File: src/rtl/stip_pkg.sv
// Shared types, constants and helpers for the steam table interpolator.
// Used by every module under rtl except stip_ram; depends on nothing else.
package stip_pkg;

	localparam int DATA_W = 48;
	localparam int NCOL   = 7;
	localparam int ROW_W  = NCOL * DATA_W;
	localparam int IN_W   = 400;
	localparam int MAG_W  = DATA_W + 1;
	localparam int PROD_W = 2 * MAG_W;
	localparam int QUO_W  = DATA_W;
	localparam int WIDE_W = DATA_W + 2;

	// s_tdata field offsets
	localparam int OFF_ROW  = 0;
	localparam int OFF_TEMP = 7;
	localparam int OFF_COLS = 55;
	localparam int OFF_SEL  = 391;

	typedef logic signed [DATA_W-1:0] data_t;
	typedef logic [MAG_W-1:0]         mag_t;
	typedef logic [PROD_W-1:0]        prod_t;
	typedef logic signed [WIDE_W-1:0] wide_t;

	localparam logic OP_LOAD  = 1'b0;
	localparam logic OP_QUERY = 1'b1;

	localparam logic [1:0] ST_IN    = 2'd0;
	localparam logic [1:0] ST_BELOW = 2'd1;
	localparam logic [1:0] ST_ABOVE = 2'd2;

	localparam logic [2:0] COL_P  = 3'd0;
	localparam logic [2:0] COL_LV = 3'd1;
	localparam logic [2:0] COL_VV = 3'd2;
	localparam logic [2:0] COL_LH = 3'd3;
	localparam logic [2:0] COL_VH = 3'd4;
	localparam logic [2:0] COL_LS = 3'd5;
	localparam logic [2:0] COL_VS = 3'd6;

	localparam logic [3:0] SEL_FIRST  = 4'd0;
	localparam logic [3:0] SEL_LAST_D = 4'd6;
	localparam logic [3:0] SEL_EVAP_H = 4'd7;
	localparam logic [3:0] SEL_EVAP_S = 4'd8;
	localparam logic [3:0] SEL_U_VAP  = 4'd9;
	localparam logic [3:0] SEL_U_LIQ  = 4'd10;
	localparam logic [3:0] SEL_U_EVAP = 4'd11;

	localparam wide_t SAT_MAX = 50'sd140737488355327;
	localparam wide_t SAT_MIN = -50'sd140737488355328;

	// columns that a selector needs
	function automatic logic [NCOL-1:0] col_mask(input logic [3:0] sel);
		logic [NCOL-1:0] m;
		m = '0;
		unique case (sel) inside
			[SEL_FIRST:SEL_LAST_D]: m = NCOL'(1) << sel[2:0];
			SEL_EVAP_H: m = 7'b0011000;
			SEL_EVAP_S: m = 7'b1100000;
			SEL_U_VAP:  m = 7'b0010101;
			SEL_U_LIQ:  m = 7'b0001011;
			SEL_U_EVAP: m = 7'b0011111;
			default:    m = '0;
		endcase
		return m;
	endfunction

	function automatic data_t sat48(input wide_t v);
		data_t r;
		if (v > SAT_MAX) r = SAT_MAX[DATA_W-1:0];
		else if (v < SAT_MIN) r = SAT_MIN[DATA_W-1:0];
		else r = v[DATA_W-1:0];
		return r;
	endfunction

	function automatic wide_t widen(input data_t v);
		return {{(WIDE_W-DATA_W){v[DATA_W-1]}}, v};
	endfunction

	function automatic mag_t mag(input data_t v);
		logic signed [MAG_W-1:0] e;
		e = {v[DATA_W-1], v};
		return e[MAG_W-1] ? mag_t'(-e) : mag_t'(e);
	endfunction

endpackage

File: src/rtl/stip_mul.sv
// Multi-cycle unsigned 49x49 multiplier: four 25x25 partial products.
// Depends on stip_pkg.
module stip_mul (
	input  logic           clk,
	input  logic           arst_n,
	input  logic           start,
	input  stip_pkg::mag_t a,
	input  stip_pkg::mag_t b,
	output logic           done,
	output stip_pkg::prod_t prod
);
	localparam int HW = 25;

	stip_pkg::mag_t   a_q, b_q;
	logic [2:0]       cnt_q;
	logic             busy_q;
	logic [2*HW-1:0]  pp_s1;
	logic [6:0]       sh_s1;
	logic [HW-1:0]    pa, pb;
	logic [6:0]       sh;

	always_comb begin
		pa = cnt_q[1] ? HW'(a_q[stip_pkg::MAG_W-1:HW]) : a_q[HW-1:0];
		pb = cnt_q[0] ? HW'(b_q[stip_pkg::MAG_W-1:HW]) : b_q[HW-1:0];
		sh = 7'((32'(cnt_q[1]) + 32'(cnt_q[0])) * HW);
	end

	always_ff @(posedge clk or negedge arst_n) begin
		if (!arst_n) begin
			busy_q <= 1'b0;
			done   <= 1'b0;
			cnt_q  <= '0;
		end else begin
			done <= 1'b0;
			if (start) begin
				busy_q <= 1'b1;
				cnt_q  <= '0;
			end else if (busy_q) begin
				cnt_q <= cnt_q + 3'd1;
				if (cnt_q == 3'd4) begin
					busy_q <= 1'b0;
					done   <= 1'b1;
				end
			end
		end
	end

	always_ff @(posedge clk) begin
		if (start) begin
			a_q  <= a;
			b_q  <= b;
			prod <= '0;
		end else if (busy_q) begin
			pp_s1 <= pa * pb;
			sh_s1 <= sh;
			if (cnt_q != 3'd0) prod <= prod + (stip_pkg::prod_t'(pp_s1) << sh_s1);
		end
	end
endmodule

File: config.mk
export PLATFORM = sky130hd
export DESIGN_NAME = stip_mul
export DESIGN_NICKNAME = d
export VERILOG_FILES = /design/src/rtl/stip_pkg.sv /design/src/rtl/stip_mul.sv
export SDC_FILE = /design/constraint.sdc
export NUM_CORES = 2
export LEC_CHECK = 0
export ABC_AREA = 1
export BUFFER_PORTS_ARGS = -buffer_cell sky130_fd_sc_hd__buf_2
export CAP_MARGIN = 20
export CORE_UTILIZATION = 59
export DETAILED_ROUTE_END_ITERATION = 8
export PLACE_DENSITY_LB_ADDON = 0.05
export SKIP_LAST_GASP = 1
export SYNTH_ARGS = -nofsm -noshare
export SYNTH_HDL_FRONTEND = slang
export SYNTH_SLANG_ARGS = --single-unit
File: constraint.sdc
create_clock -name clk -period 7.21 [get_ports clk]
set_input_delay 1.0815 -clock clk [delete_from_list [all_inputs] [get_ports clk]]
set_output_delay 1.0815 -clock clk [all_outputs]
set_load 0.005 [all_outputs]
==> summary.txt <==
Run status
  – Status: completed

Setup path
  – CP startpoint kind: register
  – CP delay by family, top: adder cells
  – WP depth: 30
  – Crit path required time: 7.57 ns
  – CP peak stage delay: 0.56 ns
  – Nature of the critical path endpoint: register
  – FF-to-FF End: pp_s1[49]
  – Worst path arrival time: 7.43 ns
  – Reg2Reg Launch Point: cnt_q[0]
  – Worst reg-to-reg path cell count: 30
  – FF-to-FF setup slack: 0.14 ns
  – Buffer and inverter count on the worst path: 11
  – Slowest CP cell: dfrtp_4
  – Crit path kind: reg2reg
  – Worst-path fanout max: 6
  – CP Launch Point: cnt_q[0]

Route
  – Total Wirelength: 161000 µm
  – DR pass1 iterations: 8
  – Antenna Nets Post-Route: 0
  – Via count: 40800
  – Via-to-Cell Ratio: 5.69
  – # DRC: 0
  – DRT iter0 DRCs: 3979
  – WL per Instance: 22.5 µm

Place
  – GPL Wtd Cong: 1.11
  – # port buffers: 199
  – Area after DPL: 0.0446 mm²
  – Post-detailed-placement half-perimeter wirelength: 132000 µm

Yosys
  – Area contributors post-synth: fa_1 (25%), nand2_1 (13%), edfxtp_1 (11%)
  – Net count after synthesis: 6862
  – Register area share after synthesis: 15.9%
  – Synth Warn #: 0
  – Mux share of post-synthesis cell area: 0.384%
  – #FFs+latches synth: 255
  – Post-synthesis cell type count: 58
  – Synth Area per Inst: 7.02 µm²
  – Post-synthesis xor/xnor area fraction: 1.95%
  – Cells after Synth: 5950
  – Largest area contributor in the netlist: fa_1
  – Main combinational cell family by area after synthesis: adder cells
  – EDFF count, synth: 152
  – Synth Area in Adders: 33.8%
  – Post-synth top area share: 25.3%
  – Complex-gate fraction of the synthesized area: 8.49%
  – Main synth FF type: edfxtp_1
  – Synth Area in Simple Gates: 26.2%
  – Cell Area, Synth: 0.0417 mm²
  – Post-synth ARST share: 1.96%

STA
  – RSZ-0062 raised after global routing: yes
  – Hold WS: 0.271 ns
  – Clock Skews: 0.0504 ns
  – Final period util: 98.0%
  – FMAX: 141 MHz
  – Slew headroom: 20.5%
  – Slew @ Worst Pin: 1.19 ns
  – Fin. Hold Viols: 0
  – Final Max Slew Viols: 0
  – Minimum clock period: 7.07 ns
  – Setup violators final: 0
  – Setup TNS: 0 ns

Global routing
  – Pin count of the biggest net entering global routing: 89
  – Initial antenna violation count: 2
  – Gr ovfl total: 0
  – First-pass GRT wire length: 236000 µm
  – Total GRT Usage: 44.9%
  – Vias in the first global route: 40200

Layout
  – FILL cells: 6255
  – Leading cell type in the layout, fill and taps excluded: nand2_1
  – Reg area: 0.00666 mm²
  – Final #Nets: 7107
  – Share of cells above drive strength 1: 11.3%
  – Final instance area: 0.0466 mm²
  – Area of the multi-input gates: 0.0301 mm²
  – Area Overhead vs Synth: 11.5%
  – Commonest non-fill, non-tap cells in the layout: nand2_1 (1464), inv_1 (1194), nor2_1 (842)

Clock tree
  – CTS HTree Levels: 1
  – Total CTS buffers: 31
  – Clock Pin Slew Worst Setup and Hold Paths: 0.06 ns
  – CTS tree: yes
  – Worst-skew pair later-pin latency: 0.66 ns
  – Clock Root Buffer: clkbuf_16
  – Clk buf depth: 3
  – Clock Sinks: 255

Die
  – Die ar.: 0.0718 mm²
  – FP Rows: 97
  – Floorplan Core Area: 0.0700 mm²
  – Die X: 268 µm
  – # IOs: 200
  – Initial Util: 59.6%
  – Die height: 268 µm

Run
  – Max Cap Viol: 0

Min path
  – Hold/Removal Path Class: in2async
## area by class of cell
class	count	share of cell area, %
repair inverters	2	0.0430
well taps	940	2.53
inverters	1240	10.1
diodes	1	0.00537
flip-flops and latches	255	14.3
multi-input cells	4265	64.6
clock inverters	22	0.543
repair buffers	400	6.17
clock buffers	35	1.70
## cells by family after synthesis
kind of cell,after synthesis
compound gates,631
xor+xnor,93
fa+ha+maj,811
buf+inv,1430
flops,255
mux,16
simple gates,2714
## worst max path at each step
stage,endpoint
3_5_place_dp,pp_s1[39]
4_1_cts,pp_s1[49]
3_3_place_gp,pp_s1[42]
6_report,pp_s1[49]
5_1_grt,pp_s1[45]
2_1_floorplan,pp_s1[39]
## synthesized netlist by cell type (all sizes together) (28+ instances only)
cell    count
inv      1227
nor2      886
xor2       73
o21ai     279
a31oi      28
clkbuf     83
a21oi     189
buf       107
nand2    1497
ha        284
nand3     213
edfxtp    152
o22ai      46
o21bai     31
dfxtp      98
or2        51
fa        527
## per-stage QoR
stage               worst slack [ns]  util, %  cells
floorplan                      0.437        -   5950
global placement             -0.0319     63.7   7069
detailed placement            -0.191     63.7   7069
CTS                           0.0201     65.2   7126
global route                 -0.0865     66.5   7159
finish                         0.142     66.5   7160
## what timing repair did
action	in CTS	in global routing
pin swaps	0	13
cloned	0	6
endpoints found under the setup margin	25	30
hold buffers	0	0
buffers inserted	0	24
gates resized for setup	12	157
## flip-flops by register name, summed over array words and instances, names as in the netlist
register  cells
a_q          49
busy_q        1
cnt_q         3
b_q          49
pp_s1        50
prod         98
done          1
sh_s1         4
## layer usage
metal	vias up	global-route usage (%)	part of all wire, %	wire length (µm)
li1	18600	-	-	-
met3	760	8.74	8.7	14000
met2	2255	75.5	46	74700
met1	19100	47.9	34	54600
met5	-	0	0.0050	8
met4	2	41.1	11	18000
Power is left out: the tool's default activity adds up to more than one toggle a clock period on the data nets, which glitch-free logic cannot reach.
