`config.mk`:
```
export PLATFORM = sky130hd
export DESIGN_NAME = stip_div
export DESIGN_NICKNAME = d
export VERILOG_FILES = /design/src/rtl/stip_pkg.sv /design/src/rtl/stip_div.sv
export SDC_FILE = /design/constraint.sdc
export NUM_CORES = 1
export LEC_CHECK = 0
export BUFFER_PORTS_ARGS = -buffer_cell sky130_fd_sc_hd__buf_4
export CORE_MARGIN = 1.5
export CORE_UTILIZATION = 60
export DETAILED_ROUTE_END_ITERATION = 7
export PLACE_DENSITY = 0.87
export SLEW_MARGIN = 10
export SYNTH_ARGS = -nofsm -noshare
export SYNTH_HDL_FRONTEND = slang
export SYNTH_SLANG_ARGS = --single-unit
```
`constraint.sdc`:
```
create_clock -name clk -period 7.1 [get_ports clk]
set_input_delay 0.355 -clock clk [delete_from_list [all_inputs] [get_ports clk]]
set_output_delay 0.355 -clock clk [all_outputs]
set_load 0.1 [all_outputs]
```
`src/rtl/stip_pkg.sv`:
```
// Shared types, constants and helpers for the steam table interpolator.
// Used by every module under rtl except stip_ram; depends on nothing else.
package stip_pkg;

	localparam int DATA_W = 48;
	localparam int NCOL   = 7;
	localparam int ROW_W  = NCOL * DATA_W;
	localparam int IN_W   = 400;
	localparam int MAG_W  = DATA_W + 1;
	localparam int PROD_W = 2 * MAG_W;
	localparam int QUO_W  = DATA_W;
	localparam int WIDE_W = DATA_W + 2;

	// s_tdata field offsets
	localparam int OFF_ROW  = 0;
	localparam int OFF_TEMP = 7;
	localparam int OFF_COLS = 55;
	localparam int OFF_SEL  = 391;

	typedef logic signed [DATA_W-1:0] data_t;
	typedef logic [MAG_W-1:0]         mag_t;
	typedef logic [PROD_W-1:0]        prod_t;
	typedef logic signed [WIDE_W-1:0] wide_t;

	localparam logic OP_LOAD  = 1'b0;
	localparam logic OP_QUERY = 1'b1;

	localparam logic [1:0] ST_IN    = 2'd0;
	localparam logic [1:0] ST_BELOW = 2'd1;
	localparam logic [1:0] ST_ABOVE = 2'd2;

	localparam logic [2:0] COL_P  = 3'd0;
	localparam logic [2:0] COL_LV = 3'd1;
	localparam logic [2:0] COL_VV = 3'd2;
	localparam logic [2:0] COL_LH = 3'd3;
	localparam logic [2:0] COL_VH = 3'd4;
	localparam logic [2:0] COL_LS = 3'd5;
	localparam logic [2:0] COL_VS = 3'd6;

	localparam logic [3:0] SEL_FIRST  = 4'd0;
	localparam logic [3:0] SEL_LAST_D = 4'd6;
	localparam logic [3:0] SEL_EVAP_H = 4'd7;
	localparam logic [3:0] SEL_EVAP_S = 4'd8;
	localparam logic [3:0] SEL_U_VAP  = 4'd9;
	localparam logic [3:0] SEL_U_LIQ  = 4'd10;
	localparam logic [3:0] SEL_U_EVAP = 4'd11;

	localparam wide_t SAT_MAX = 50'sd140737488355327;
	localparam wide_t SAT_MIN = -50'sd140737488355328;

	// columns that a selector needs
	function automatic logic [NCOL-1:0] col_mask(input logic [3:0] sel);
		logic [NCOL-1:0] m;
		m = '0;
		unique case (sel) inside
			[SEL_FIRST:SEL_LAST_D]: m = NCOL'(1) << sel[2:0];
			SEL_EVAP_H: m = 7'b0011000;
			SEL_EVAP_S: m = 7'b1100000;
			SEL_U_VAP:  m = 7'b0010101;
			SEL_U_LIQ:  m = 7'b0001011;
			SEL_U_EVAP: m = 7'b0011111;
			default:    m = '0;
		endcase
		return m;
	endfunction

	function automatic data_t sat48(input wide_t v);
		data_t r;
		if (v > SAT_MAX) r = SAT_MAX[DATA_W-1:0];
		else if (v < SAT_MIN) r = SAT_MIN[DATA_W-1:0];
		else r = v[DATA_W-1:0];
		return r;
	endfunction

	function automatic wide_t widen(input data_t v);
		return {{(WIDE_W-DATA_W){v[DATA_W-1]}}, v};
	endfunction

	function automatic mag_t mag(input data_t v);
		logic signed [MAG_W-1:0] e;
		e = {v[DATA_W-1], v};
		return e[MAG_W-1] ? mag_t'(-e) : mag_t'(e);
	endfunction

endpackage

```
`src/rtl/stip_div.sv`:
```
// Restoring divider, one quotient bit per cycle; quotient must fit 48 bits.
// Depends on stip_pkg.
module stip_div (
	input  logic            clk,
	input  logic            arst_n,
	input  logic            start,
	input  stip_pkg::prod_t dividend,
	input  stip_pkg::mag_t  divisor,
	output logic            done,
	output logic [stip_pkg::QUO_W-1:0] quotient
);
	localparam int MW = stip_pkg::MAG_W;
	localparam int QW = stip_pkg::QUO_W;

	logic [MW-1:0] r_q, d_q;
	logic [5:0]    cnt_q;
	logic          busy_q;
	logic [MW:0]   tr;
	logic          ge;

	always_comb begin
		tr = {r_q, quotient[QW-1]};
		ge = tr >= {1'b0, d_q};
	end

	always_ff @(posedge clk or negedge arst_n) begin
		if (!arst_n) begin
			busy_q <= 1'b0;
			done   <= 1'b0;
			cnt_q  <= '0;
		end else begin
			done <= 1'b0;
			if (start) begin
				busy_q <= 1'b1;
				cnt_q  <= '0;
			end else if (busy_q) begin
				cnt_q <= cnt_q + 6'd1;
				if (cnt_q == 6'(QW - 1)) begin
					busy_q <= 1'b0;
					done   <= 1'b1;
				end
			end
		end
	end

	always_ff @(posedge clk) begin
		if (start) begin
			r_q      <= dividend[QW+MW-1:QW];
			quotient <= dividend[QW-1:0];
			d_q      <= divisor;
		end else if (busy_q) begin
			r_q      <= ge ? MW'(tr - {1'b0, d_q}) : tr[MW-1:0];
			quotient <= {quotient[QW-2:0], ge};
		end
	end
endmodule

```
==> metrics.csv, run 1 <==
stage,metric,value,unit
run_status,status,"finished, final reports clean",
placed_design,routability-driven placement congestion ratio,0.9327,
floorplan,Die Outline Area,16470,sq um
synth,Synth Warn #,0,
worst_setup_path,gate family responsible for the most delay along the worst path,compound AO/OA/AOI/OAI gates,
power_and_ir_drop,power density cells,405.9,nW/um^2
clock_network,"buffers from clock root to sink, at most",2,
global_route,vias in the first global route,7553,
synth,syn avg cell area,10.66,sq um
worst_setup_path,critical register-to-register path startpoint,quotient[47],
cells_and_area,area used by multi-input combinational logic,4385,sq um
synth,largest cells by area after synthesis,"sky130_fd_sc_hd__edfxtp_1 47%, sky130_fd_sc_hd__mux2_2 8.4%, sky130_fd_sc_hd__ha_1 6.6%",
timing,Max transition margin,32.16,%
power_and_ir_drop,worst supply voltage drop on vdd,0.2157,mV
worst_setup_path,crit-path max FO,41,
global_route,antenna violations before repair,0,
timing,"Slew Viols, Final",0,
cells_and_area,number of fill cells,1006,
floorplan,core region area,15260,sq um
detailed_routing,Post-route DRC,0,
worst_setup_path,endpoint type of the worst setup path,flop,
run,total of max-cap violations,0,
worst_setup_path,Worst Path Arrival,4.45,ns
floorplan,standard-cell row count,45,
detailed_routing,per-cell via count in the routed design,5.874,
clock_network,clk slew on worst S/H paths,0.07,ns
worst_setup_path,buffers plus inverters on the worst setup path,3,
synth,post-synthesis share of cell area spent on xor and xnor gates,3.623,%
global_route,total congestion overflow,0,
worst_hold_path,Min-Delay Endpoint,d_q[39],
floorplan,initial standard-cell utilization of the core,61.79,%
clock_network,CTS tree,built,
timing,Final WS setup,2.829,ns
detailed_routing,Avg WL per Cell,18.12,um
worst_setup_path,maximum single-stage delay on the critical path,0.78,ns
synth,fraction of the mapped netlist area in adder cells,6.848,%
synth,fraction of the mapped netlist area in compound gates,15.47,%
timing,final hold violation count,0,
timing,Setup Skew,0.01459,ns
timing,actual transition at the worst max-transition pin,1.018,ns
timing,fmax,0.2342,GHz
worst_setup_path,startpoint type of the worst setup path,flop,
timing,unrepaired setup endpoints after global routing,no,
cells_and_area,area added between synthesis and finish,23.29,%
worst_hold_path,startpoint of the most critical hold path,divisor[39],
worst_setup_path,critical path required time,7.28,ns
power_and_ir_drop,leakage power,4.886,nW
timing,Setup TNS Final,0,ns
synth,post-synthesis cell type count,67,
placed_design,post-detail-place hpwl,16920,um
clock_network,post-CTS setup-driven buffer insertion count,0,
synth,post-synth net total,1085,
cells_and_area,Post-Layout Cell Count,1291,
synth,largest area contributor in the netlist,sky130_fd_sc_hd__edfxtp_1,
synth,number of cells produced by synthesis,884,
worst_setup_path,Crit-path slowest cell,sky130_fd_sc_hd__o31a_2,
global_route,pin count of the biggest net entering global routing,88,
cells_and_area,antenna fix cells,0,
clock_network,clock insertion delay at the later pin of the skew report,0.43,ns
cells_and_area,Register Area,4584,sq um
synth,prevailing post-synth register cell,sky130_fd_sc_hd__edfxtp_1,
worst_setup_path,start-to-end type of the worst setup path,reg -> reg,
timing,clock period minus worst slack,4.271,ns
clock_network,post-CTS resize count,0,
detailed_routing,total via count after detailed routing,7583,
synth,portion of the post-synthesis area used by sequential elements,48.63,%
synth,multiplexer share of the synthesized area,8.679,%
synth,area share of the largest cell type after synthesis,46.50,%
synth,flop and latch count out of synthesis,154,
clock_network,count of hold-fix buffers inserted at cts,1,
floorplan,Top-Level Pins,199,
timing,final worst-path cycle share,60.15,%
worst_setup_path,setup slack of the most critical reg-to-reg path,2.83,ns
cells_and_area,most frequent cells in the layout,"201 x sky130_fd_sc_hd__buf_4, 146 x sky130_fd_sc_hd__edfxtp_1, 92 x sky130_fd_sc_hd__a21oi_1, 70 x sky130_fd_sc_hd__inv_1, 70 x sky130_fd_sc_hd__mux2_2",
cells_and_area,"most common cell after layout, fill and taps aside",sky130_fd_sc_hd__buf_4,
global_route,wire length of the first global-routing pass,37240,um
worst_setup_path,worst r2r dst,r_q[32],
placed_design,# placed instances,1258,
clock_network,# clock sinks,154,
power_and_ir_drop,Power Total,0.004718,W
floorplan,width of the die,128.4,um
worst_setup_path,worst r2r path cells,13,
placed_design,count of buffers from port buffering,197,
timing,number of setup violations in the final report,0,
clock_network,cell at the root of the clock tree,sky130_fd_sc_hd__clkbuf_16,
detailed_routing,Iter 0 DRT Violations,658,
worst_setup_path,cells along the critical path,inv_1 > ha_1 > inv_1 > fa_1 > a21oi_1 > o22ai_1 > o2111ai_2 > a31oi_2 > a31oi_2 > o31a_2 > buf_4 > o21ai_0 > mux2_2,
synth,number of flops mapped to enable cells by yosys,146,
detailed_routing,overall routed net length,23390,um
global_route,global routing usage summed across all routing layers,29.18,%
cells_and_area,fraction of layout instances using a drive strength above 1,29.72,%
synth,simple logic cell fraction of the synthesized area,11.88,%
cells_and_area,final layout net count,1268,
floorplan,die outline height,128.4,um
worst_hold_path,Min-Delay Path Depth,1,
clock_network,TritonCTS buffer count,17,
worst_hold_path,class of the tightest hold or removal check,in -> reg,
detailed_routing,length of the first detailed-routing pass in iterations,5,
placed_design,Post-Place Setup Slack,2.898,ns
synth,dominant combinational cell family by area after synthesis,compound AO/OA/AOI/OAI gates,
clock_network,number of H-tree branching levels,4,
synth,proportion of synthesized flip-flops having asynchronous set or reset,5.195,%
detailed_routing,number of antenna-violating nets in the routed design,0,
synth,cell area after synthesis,9428,sq um
==> flip-flops by register name, indices dropped and copies added (netlist names) <==
| name | flops |
|---|---|
| busy_q | 1 |
| cnt_q | 6 |
| done | 1 |
| d_q | 49 |
| r_q | 49 |
| quotient | 48 |
==> area by class of cell <==
type / instances / area share (%)
Tap cell: 211 / 2.271
Sequential cell: 154 / 39.44
Inverter: 71 / 2.304
Timing Repair Buffer: 203 / 13.16
Clock buffer: 17 / 3.660
Multi-Input combinational cell: 620 / 37.73
Clock inverter: 15 / 1.432
==> per-layer routing <==
metal	routed length, um	global-route usage [%]	vias up
met2	11490	50.16	300
met1	9656	36.36	3615
li1	-	-	3637
met3	1811	8.067	31
met4	437	8.394	0
met5	0	0	-
==> worst max-delay path by stage <==
| stage | startpoint | cells past startpoint | slack, ns | endpoint |
|---|---|---|---|---|
| floorplan | quotient[47] | 15 | 3.42 | r_q[26] |
| global placement | quotient[47] | 14 | 2.94 | r_q[42] |
| detailed placement | quotient[47] | 14 | 2.90 | r_q[42] |
| CTS | quotient[47] | 13 | 2.83 | r_q[32] |
| global route | quotient[47] | 14 | 2.55 | r_q[42] |
| finish | quotient[47] | 13 | 2.83 | r_q[32] |
==> synthesized netlist by cell type, drive strengths merged, types with 4 or more instances <==
| library cell | number |
|---|---|
| edfxtp | 146 |
| a21oi | 92 |
| inv | 71 |
| mux2 | 70 |
| nor2 | 67 |
| nand2 | 54 |
| ha | 50 |
| o21ai | 46 |
| buf | 22 |
| xor2 | 21 |
| xnor2 | 18 |
| clkbuf | 17 |
| nand3 | 16 |
| nand4 | 16 |
| a211oi | 15 |
| nor3 | 14 |
| a21o | 12 |
| nor2b | 12 |
| nor4 | 10 |
| o21bai | 10 |
| or3 | 10 |
| dfrtp | 8 |
| nand2b | 7 |
| a21boi | 6 |
| o21a | 6 |
| a31oi | 5 |
| and2 | 5 |
| nor3b | 5 |
| o31a | 5 |
| o31ai | 5 |
| o211ai | 4 |
==> cell families (layout without fill, tap and decap cells) <==
family          after synthesis  in the layout
xor+xnor                     39             39
buf+inv                     110            306
mux                          73             73
fa+ha+maj                    51             51
simple gates                227            227
compound gates              230            230
flops                       154            154
==> report_power, final <==
part / leakage [nW] / total, W / switching (W) / internal, W
sequential: 1.61 / 0.00138 / 0.000120 / 0.00126
combinational: 3.00 / 0.00243 / 0.00150 / 0.000934
clock: 0.284 / 0.000905 / 0.000431 / 0.000474
==> through the flow <==
step                      util (%)  instance area, sq um  hold slack [ns]
after floorplan                  -                  9428          0.05941
after detailed placement     72.23                 11020           0.1778
after global routing         76.18                 11620          0.08199
final                        76.18                 11620          0.09629
after global placement       72.23                 11020           0.1762
after CTS                    76.18                 11620          0.08314
(Power assumes the default switching activity.)
==> run 2: changes to the inputs <==
- CORE_UTILIZATION: 60 -> 56
- PLACE_DENSITY: 0.87 -> 0.82
- clock period: 7.1 -> 4.4 ns (I/O delays scaled with it)
==> run 2 against run 1 <==
Effect of this change: clock power increased by 54%; count of clock-buffer cells in the layout increased by 2; highest routed layer unchanged; fmax increased by 15%; first-iteration DRC count decreased by 8.1%; largest cell class unchanged.
==> metrics.csv, run 2 (synthesis gave the netlist of run 1 again) <==
stage,metric,value,unit
cells_and_area,area used by multi-input combinational logic,4385,sq um
timing,actual transition at the worst max-transition pin,0.9489,ns
detailed_routing,Avg WL per Cell,17.53,um
timing,Max transition margin,36.67,%
floorplan,Top-Level Pins,199,
floorplan,standard-cell row count,47,
detailed_routing,Post-route DRC,0,
timing,final hold violation count,0,
floorplan,initial standard-cell utilization of the core,57.05,%
timing,clock period minus worst slack,3.716,ns
timing,Setup Skew,0.01281,ns
worst_setup_path,Setup crit end,r_q[20],
placed_design,area after detailed placement,11070,sq um
clock_network,number of H-tree branching levels,4,
cells_and_area,registers with the highest flip-flop counts,"d_q x49, r_q x49, quotient x48",
cells_and_area,"most common cell after layout, fill and taps aside",sky130_fd_sc_hd__buf_4,
run,total of max-cap violations,0,
worst_setup_path,worst r2r dst,r_q[20],
power_and_ir_drop,leakage power,5.091,nW
clock_network,post-CTS setup-driven buffer insertion count,0,
worst_setup_path,Worst Path Arrival,3.89,ns
global_route,total congestion overflow,0,
worst_setup_path,buffers plus inverters on the worst setup path,3,
floorplan,core region area,16520,sq um
global_route,antenna violations before repair,0,
cells_and_area,Post-Layout Cell Count,1352,
worst_setup_path,Crit-path slowest cell,sky130_fd_sc_hd__edfxtp_1,
power_and_ir_drop,Power Total,0.007584,W
detailed_routing,Iter 0 DRT Violations,605,
timing,"Slew Viols, Final",0,
global_route,pin count of the biggest net entering global routing,60,
floorplan,width of the die,132.8,um
cells_and_area,most frequent cells in the layout,"203 x sky130_fd_sc_hd__buf_4, 146 x sky130_fd_sc_hd__edfxtp_1, 92 x sky130_fd_sc_hd__a21oi_1, 70 x sky130_fd_sc_hd__inv_1, 70 x sky130_fd_sc_hd__mux2_2",
cells_and_area,final layout net count,1320,
floorplan,die outline height,132.8,um
placed_design,# placed instances,1270,
worst_setup_path,critical path required time,4.58,ns
worst_setup_path,crit-path max FO,29,
worst_setup_path,cells along the critical path,inv_1 > ha_1 > inv_1 > fa_1 > a21oi_1 > o22ai_1 > o2111ai_2 > a31oi_2 > a31oi_2 > o31a_2 > buf_4 > o21ai_0 > mux2_2,
worst_setup_path,critical register-to-register path startpoint,quotient[47],
worst_setup_path,Critical path origin,quotient[47],
worst_setup_path,endpoint type of the worst setup path,flop,
global_route,vias in the first global route,7679,
worst_setup_path,Crit. path cell count,13,
timing,fmax,0.2691,GHz
cells_and_area,antenna fix cells,0,
cells_and_area,area added between synthesis and finish,28.53,%
clock_network,TritonCTS buffer count,17,
timing,Setup TNS Final,0,ns
worst_hold_path,Min-Delay Path Depth,3,
worst_setup_path,setup slack of the most critical reg-to-reg path,0.68,ns
clock_network,post-CTS resize count,0,
global_route,most congested layer reported by global routing,met2,
cells_and_area,fraction of layout instances using a drive strength above 1,28.53,%
detailed_routing,overall routed net length,23700,um
worst_setup_path,worst r2r path cells,13,
worst_hold_path,class of the tightest hold or removal check,in -> reg,
clock_network,clock insertion delay at the later pin of the skew report,0.44,ns
cells_and_area,cell area after layout,12120,sq um
timing,number of setup violations in the final report,0,
run_status,status,"finished, final reports clean",
clock_network,"buffers from clock root to sink, at most",2,
clock_network,cell at the root of the clock tree,sky130_fd_sc_hd__clkbuf_16,
clock_network,CTS tree,built,
worst_setup_path,start-to-end type of the worst setup path,reg -> reg,
placed_design,routability-driven placement congestion ratio,0.9224,
detailed_routing,length of the first detailed-routing pass in iterations,6,
placed_design,count of buffers from port buffering,197,
global_route,wire length of the first global-routing pass,37810,um
global_route,global routing met1 resource utilization,34.89,%
cells_and_area,number of fill cells,1163,
global_route,global-route met3 utilization,6.858,%
worst_setup_path,gate family responsible for the most delay along the worst path,compound AO/OA/AOI/OAI gates,
clock_network,count of hold-fix buffers inserted at cts,50,
worst_setup_path,startpoint type of the worst setup path,flop,
worst_setup_path,maximum single-stage delay on the critical path,0.42,ns
cells_and_area,final core utilization,73.33,%
floorplan,Die Outline Area,17620,sq um
global_route,met2 routing resource usage after global routing,44.94,%
timing,final worst-path cycle share,84.46,%
clock_network,clk slew on worst S/H paths,0.06,ns
timing,unrepaired setup endpoints after global routing,no,
global_route,global routing usage summed across all routing layers,27.34,%
placed_design,post-detail-place hpwl,16640,um
power_and_ir_drop,power density cells,625.9,nW/um^2
detailed_routing,total via count after detailed routing,7782,
detailed_routing,number of antenna-violating nets in the routed design,0,
detailed_routing,per-cell via count in the routed design,5.756,
power_and_ir_drop,worst supply voltage drop on vdd,0.3668,mV
clock_network,# clock sinks,154,
cells_and_area,Register Area,4584,sq um
[run 2: changes by cell type in the layout (fill, tap and decap cells not counted)]
| cell | previous run | this run |
|---|---|---|
| sky130_fd_sc_hd__buf_12 | 0 | 1 |
| sky130_fd_sc_hd__buf_4 | 201 | 203 |
| sky130_fd_sc_hd__clkbuf_1 | 0 | 1 |
| sky130_fd_sc_hd__clkbuf_8 | 0 | 1 |
| sky130_fd_sc_hd__clkinv_2 | 1 | 3 |
| sky130_fd_sc_hd__clkinv_4 | 1 | 2 |
| sky130_fd_sc_hd__clkinv_8 | 3 | 0 |
| sky130_fd_sc_hd__dlygate4sd3_1 | 1 | 50 |
| sky130_fd_sc_hd__inv_6 | 3 | 6 |
| sky130_fd_sc_hd__inv_8 | 6 | 1 |
[run 2: layout make-up]
cell class | instances | area share, %
multi-input combinational | 620 | 36.19
tap | 220 | 2.272
sequential | 154 | 37.83
clock buffer | 19 | 3.655
timing repair buffer | 255 | 16.96
inverter | 71 | 2.210
clock inverter | 13 | 0.8776
[run 2: worst min-delay path: stages]
cell and delay [ns]:
sky130_fd_sc_hd__buf_4 0.08, sky130_fd_sc_hd__nand2_1 0.04, sky130_fd_sc_hd__o21ai_0 0.06
[run 2: power breakdown]
| group | leakage, nW | internal, W | switching (W) |
|---|---|---|---|
| combinational | 3.22 | 0.00156 | 0.00240 |
| sequential | 1.61 | 0.00204 | 0.000192 |
| clock | 0.267 | 0.000750 | 0.000643 |
| total | 5.09 | 0.00435 | 0.00323 |
[run 2: worst min-delay path by stage]
stage,start,endpoint,slack (ns)
finish,dividend[49],r_q[1],0.07
detailed placement,arst_n,done,0.04
global placement,arst_n,done,0.04
CTS,dividend[49],r_q[1],0.06
global route,dividend[16],quotient[16],0.07
floorplan,arst_n,busy_q,-0.08
[run 2: per-layer routing]
layer  part of all wire, %  routed length [um]
met5                     0                   0
met4                   2.8                 666
met3                   7.2                1717
met2                    48               11430
met1                    42                9885
[run 2: stage by stage]
stage | hold WS [ns] | setup slack (ns)
floorplan | -0.07559 | 0.7234
global placement | 0.04194 | 0.8297
detailed placement | 0.04437 | 0.7724
CTS | 0.05747 | 0.7160
global route | 0.07074 | 0.4148
finish | 0.06949 | 0.6838
==> run 3: changes to the inputs <==
- CORE_UTILIZATION: 56 -> 50
- PLACE_DENSITY: 0.82 -> 0.77
- clock period: 4.4 -> 3.31 ns (I/O delays scaled with it)
==> run 3 against run 2 <==
Effect of this change: fmax up 16%; global-route usage down 3.5 points; first-iteration DRC count down 5.8%; worst hold slack worse by 0.046 ns; power up 45%; sequential power up 34%; sequential share of layout area down 2.1 points; critical path type unchanged.
==> metrics.csv, run 3 (synthesis gave the netlist of run 1 again) <==
stage,metric,value,unit
placed_design,post-detail-place hpwl,16660,um
timing,actual transition at the worst max-transition pin,0.5696,ns
global_route,antenna violations before repair,0,
power_and_ir_drop,worst supply voltage drop on vdd,0.5497,mV
global_route,pin count of the biggest net entering global routing,71,
power_and_ir_drop,switching power total,0.004629,W
floorplan,die outline height,140.3,um
timing,Setup Skew,0.01150,ns
global_route,total congestion overflow,0,
worst_hold_path,startpoint of the most critical hold path,dividend[49],
power_and_ir_drop,clock network fraction of total power,17.7,%
timing,final hold violation count,0,
cells_and_area,area added between synthesis and finish,36.27,%
power_and_ir_drop,switching part of the total power,42.08,%
cells_and_area,"most common cell after layout, fill and taps aside",sky130_fd_sc_hd__buf_4,
global_route,wire length of the first global-routing pass,36870,um
timing,number of setup violations in the final report,0,
clock_network,clock insertion delay at the later pin of the skew report,0.43,ns
placed_design,count of buffers from port buffering,197,
detailed_routing,Post-route DRC,0,
timing,Setup TNS Final,0,ns
power_and_ir_drop,sequential cell fraction of total power,27.2,%
floorplan,initial standard-cell utilization of the core,50.74,%
worst_setup_path,critical register-to-register path startpoint,r_q[4],
timing,Max transition margin,62.03,%
power_and_ir_drop,Power Total,0.01100,W
clock_network,clk slew on worst S/H paths,0.07,ns
floorplan,core region area,18580,sq um
worst_hold_path,class of the tightest hold or removal check,in -> reg,
run_status,status,"finished, final reports clean",
detailed_routing,overall routed net length,23600,um
worst_setup_path,Critical path origin,r_q[4],
global_route,global routing usage summed across all routing layers,23.84,%
global_route,vias in the first global route,7579,
cells_and_area,most frequent cells in the layout,"230 x sky130_fd_sc_hd__buf_4, 146 x sky130_fd_sc_hd__edfxtp_1, 76 x sky130_fd_sc_hd__a21oi_1, 70 x sky130_fd_sc_hd__mux2_2, 69 x sky130_fd_sc_hd__inv_1",
floorplan,standard-cell row count,50,
timing,unrepaired setup endpoints after global routing,yes,
placed_design,routability-driven placement congestion ratio,0.9365,
clock_network,number of H-tree branching levels,4,
worst_setup_path,endpoint type of the worst setup path,flop,
detailed_routing,Avg WL per Cell,16.84,um
detailed_routing,per-cell via count in the routed design,5.550,
power_and_ir_drop,combinational power share,55.2,%
cells_and_area,final layout net count,1355,
clock_network,CTS tree,built,
cells_and_area,Post-Layout Cell Count,1401,
cells_and_area,number of fill cells,1397,
worst_setup_path,crit-path max FO,4,
clock_network,"buffers from clock root to sink, at most",2,
worst_setup_path,start-to-end type of the worst setup path,reg -> reg,
power_and_ir_drop,internal power component,0.006372,W
timing,"Slew Viols, Final",0,
placed_design,# placed instances,1314,
detailed_routing,Iter 0 DRT Violations,570,
floorplan,Die Outline Area,19690,sq um
clock_network,TritonCTS buffer count,17,
run,total of max-cap violations,0,
cells_and_area,final core utilization,69.14,%
timing,final worst-path cycle share,96.52,%
power_and_ir_drop,power density cells,856.3,nW/um^2
floorplan,Top-Level Pins,199,
worst_setup_path,startpoint type of the worst setup path,flop,
worst_setup_path,Worst Path Arrival,3.46,ns
cells_and_area,antenna fix cells,0,
cells_and_area,fraction of layout instances using a drive strength above 1,34.96,%
cells_and_area,registers with the highest flip-flop counts,"d_q x49, r_q x49, quotient x48",
detailed_routing,length of the first detailed-routing pass in iterations,5,
power_and_ir_drop,leakage power,5.354,nW
detailed_routing,number of antenna-violating nets in the routed design,0,
detailed_routing,total via count after detailed routing,7775,
floorplan,width of the die,140.3,um
worst_setup_path,critical path required time,3.58,ns
clock_network,# clock sinks,154,
timing,fmax,0.3130,GHz
timing,final hold slack,0.02331,ns
timing,clock period minus worst slack,3.195,ns
clock_network,cell at the root of the clock tree,sky130_fd_sc_hd__clkbuf_16,
run 3: cell type report:
| type | count | area [sq um] | area share, % |
|---|---|---|---|
| Timing Repair Buffer | 290 | 2384 | 18.55 |
| Clock buffer | 19 | 442.9 | 3.448 |
| Inverter | 71 | 269.0 | 2.094 |
| Multi-Input combinational cell | 620 | 4745 | 36.93 |
| Sequential cell | 154 | 4584 | 35.68 |
| Clock inverter | 13 | 130.1 | 1.013 |
| Tap cell | 234 | 292.8 | 2.279 |
run 3: stage by stage:
step	setup slack (ns)	area (sq um)
CTS	0.01101	12560
global placement	0.09239	11470
detailed placement	0.01950	11470
finish	0.1152	12850
global route	-0.01659	12850
floorplan	-0.1999	9560
run 3: final timing paths:
kind	to	cells after the start	slack, ns
worst max-delay path	r_q[41]	10	0.12
worst min-delay path	r_q[1]	3	0.02
worst max register to register	r_q[41]	10	0.12
worst min register to register	cnt_q[4]	2	0.56
max in group asynchronous	cnt_q[2]	2	3.10
min in group asynchronous	cnt_q[1]	2	0.09
run 3: power groups by stage:
stage	logic (W)	clock network, W	registers (W)
after global routing	0.00661	0.00206	0.00304
final	0.00607	0.00194	0.00299
after floorplan	0.00378	0	0.00344
after CTS	0.00573	0.00198	0.00296
after detailed placement	0.00561	0	0.00299
after global placement	0.00551	0	0.00298
run 3: worst max-delay path: stages, from the launching register on:
cell and delay, ns:
sky130_fd_sc_hd__edfxtp_1 0.43, sky130_fd_sc_hd__ha_4 0.30, sky130_fd_sc_hd__inv_1 0.09, sky130_fd_sc_hd__or3_4 0.40, sky130_fd_sc_hd__a211o_1 0.29, sky130_fd_sc_hd__a211oi_2 0.24, sky130_fd_sc_hd__o211ai_1 0.26, sky130_fd_sc_hd__a211oi_2 0.40
sky130_fd_sc_hd__nor4_1 0.10, sky130_fd_sc_hd__or3_1 0.33, sky130_fd_sc_hd__a31oi_2 0.19
run 3: layer usage:
layer | part of all wire, % | track usage [%]
met5 | 0 | 0
met4 | 1.8 | 7.313
met3 | 7.2 | 6.701
met2 | 47 | 38.72
met1 | 44 | 31.07
run 3: what timing repair did:
item                                    4_1_cts  5_1_grt
endpoints found under the setup margin        3       32
resized for setup                             4       42
endpoints found under the hold margin        57        0
cloned                                        0        0
pin swaps                                     3       10
hold buffers                                 50        0
setup buffers                                 0        5
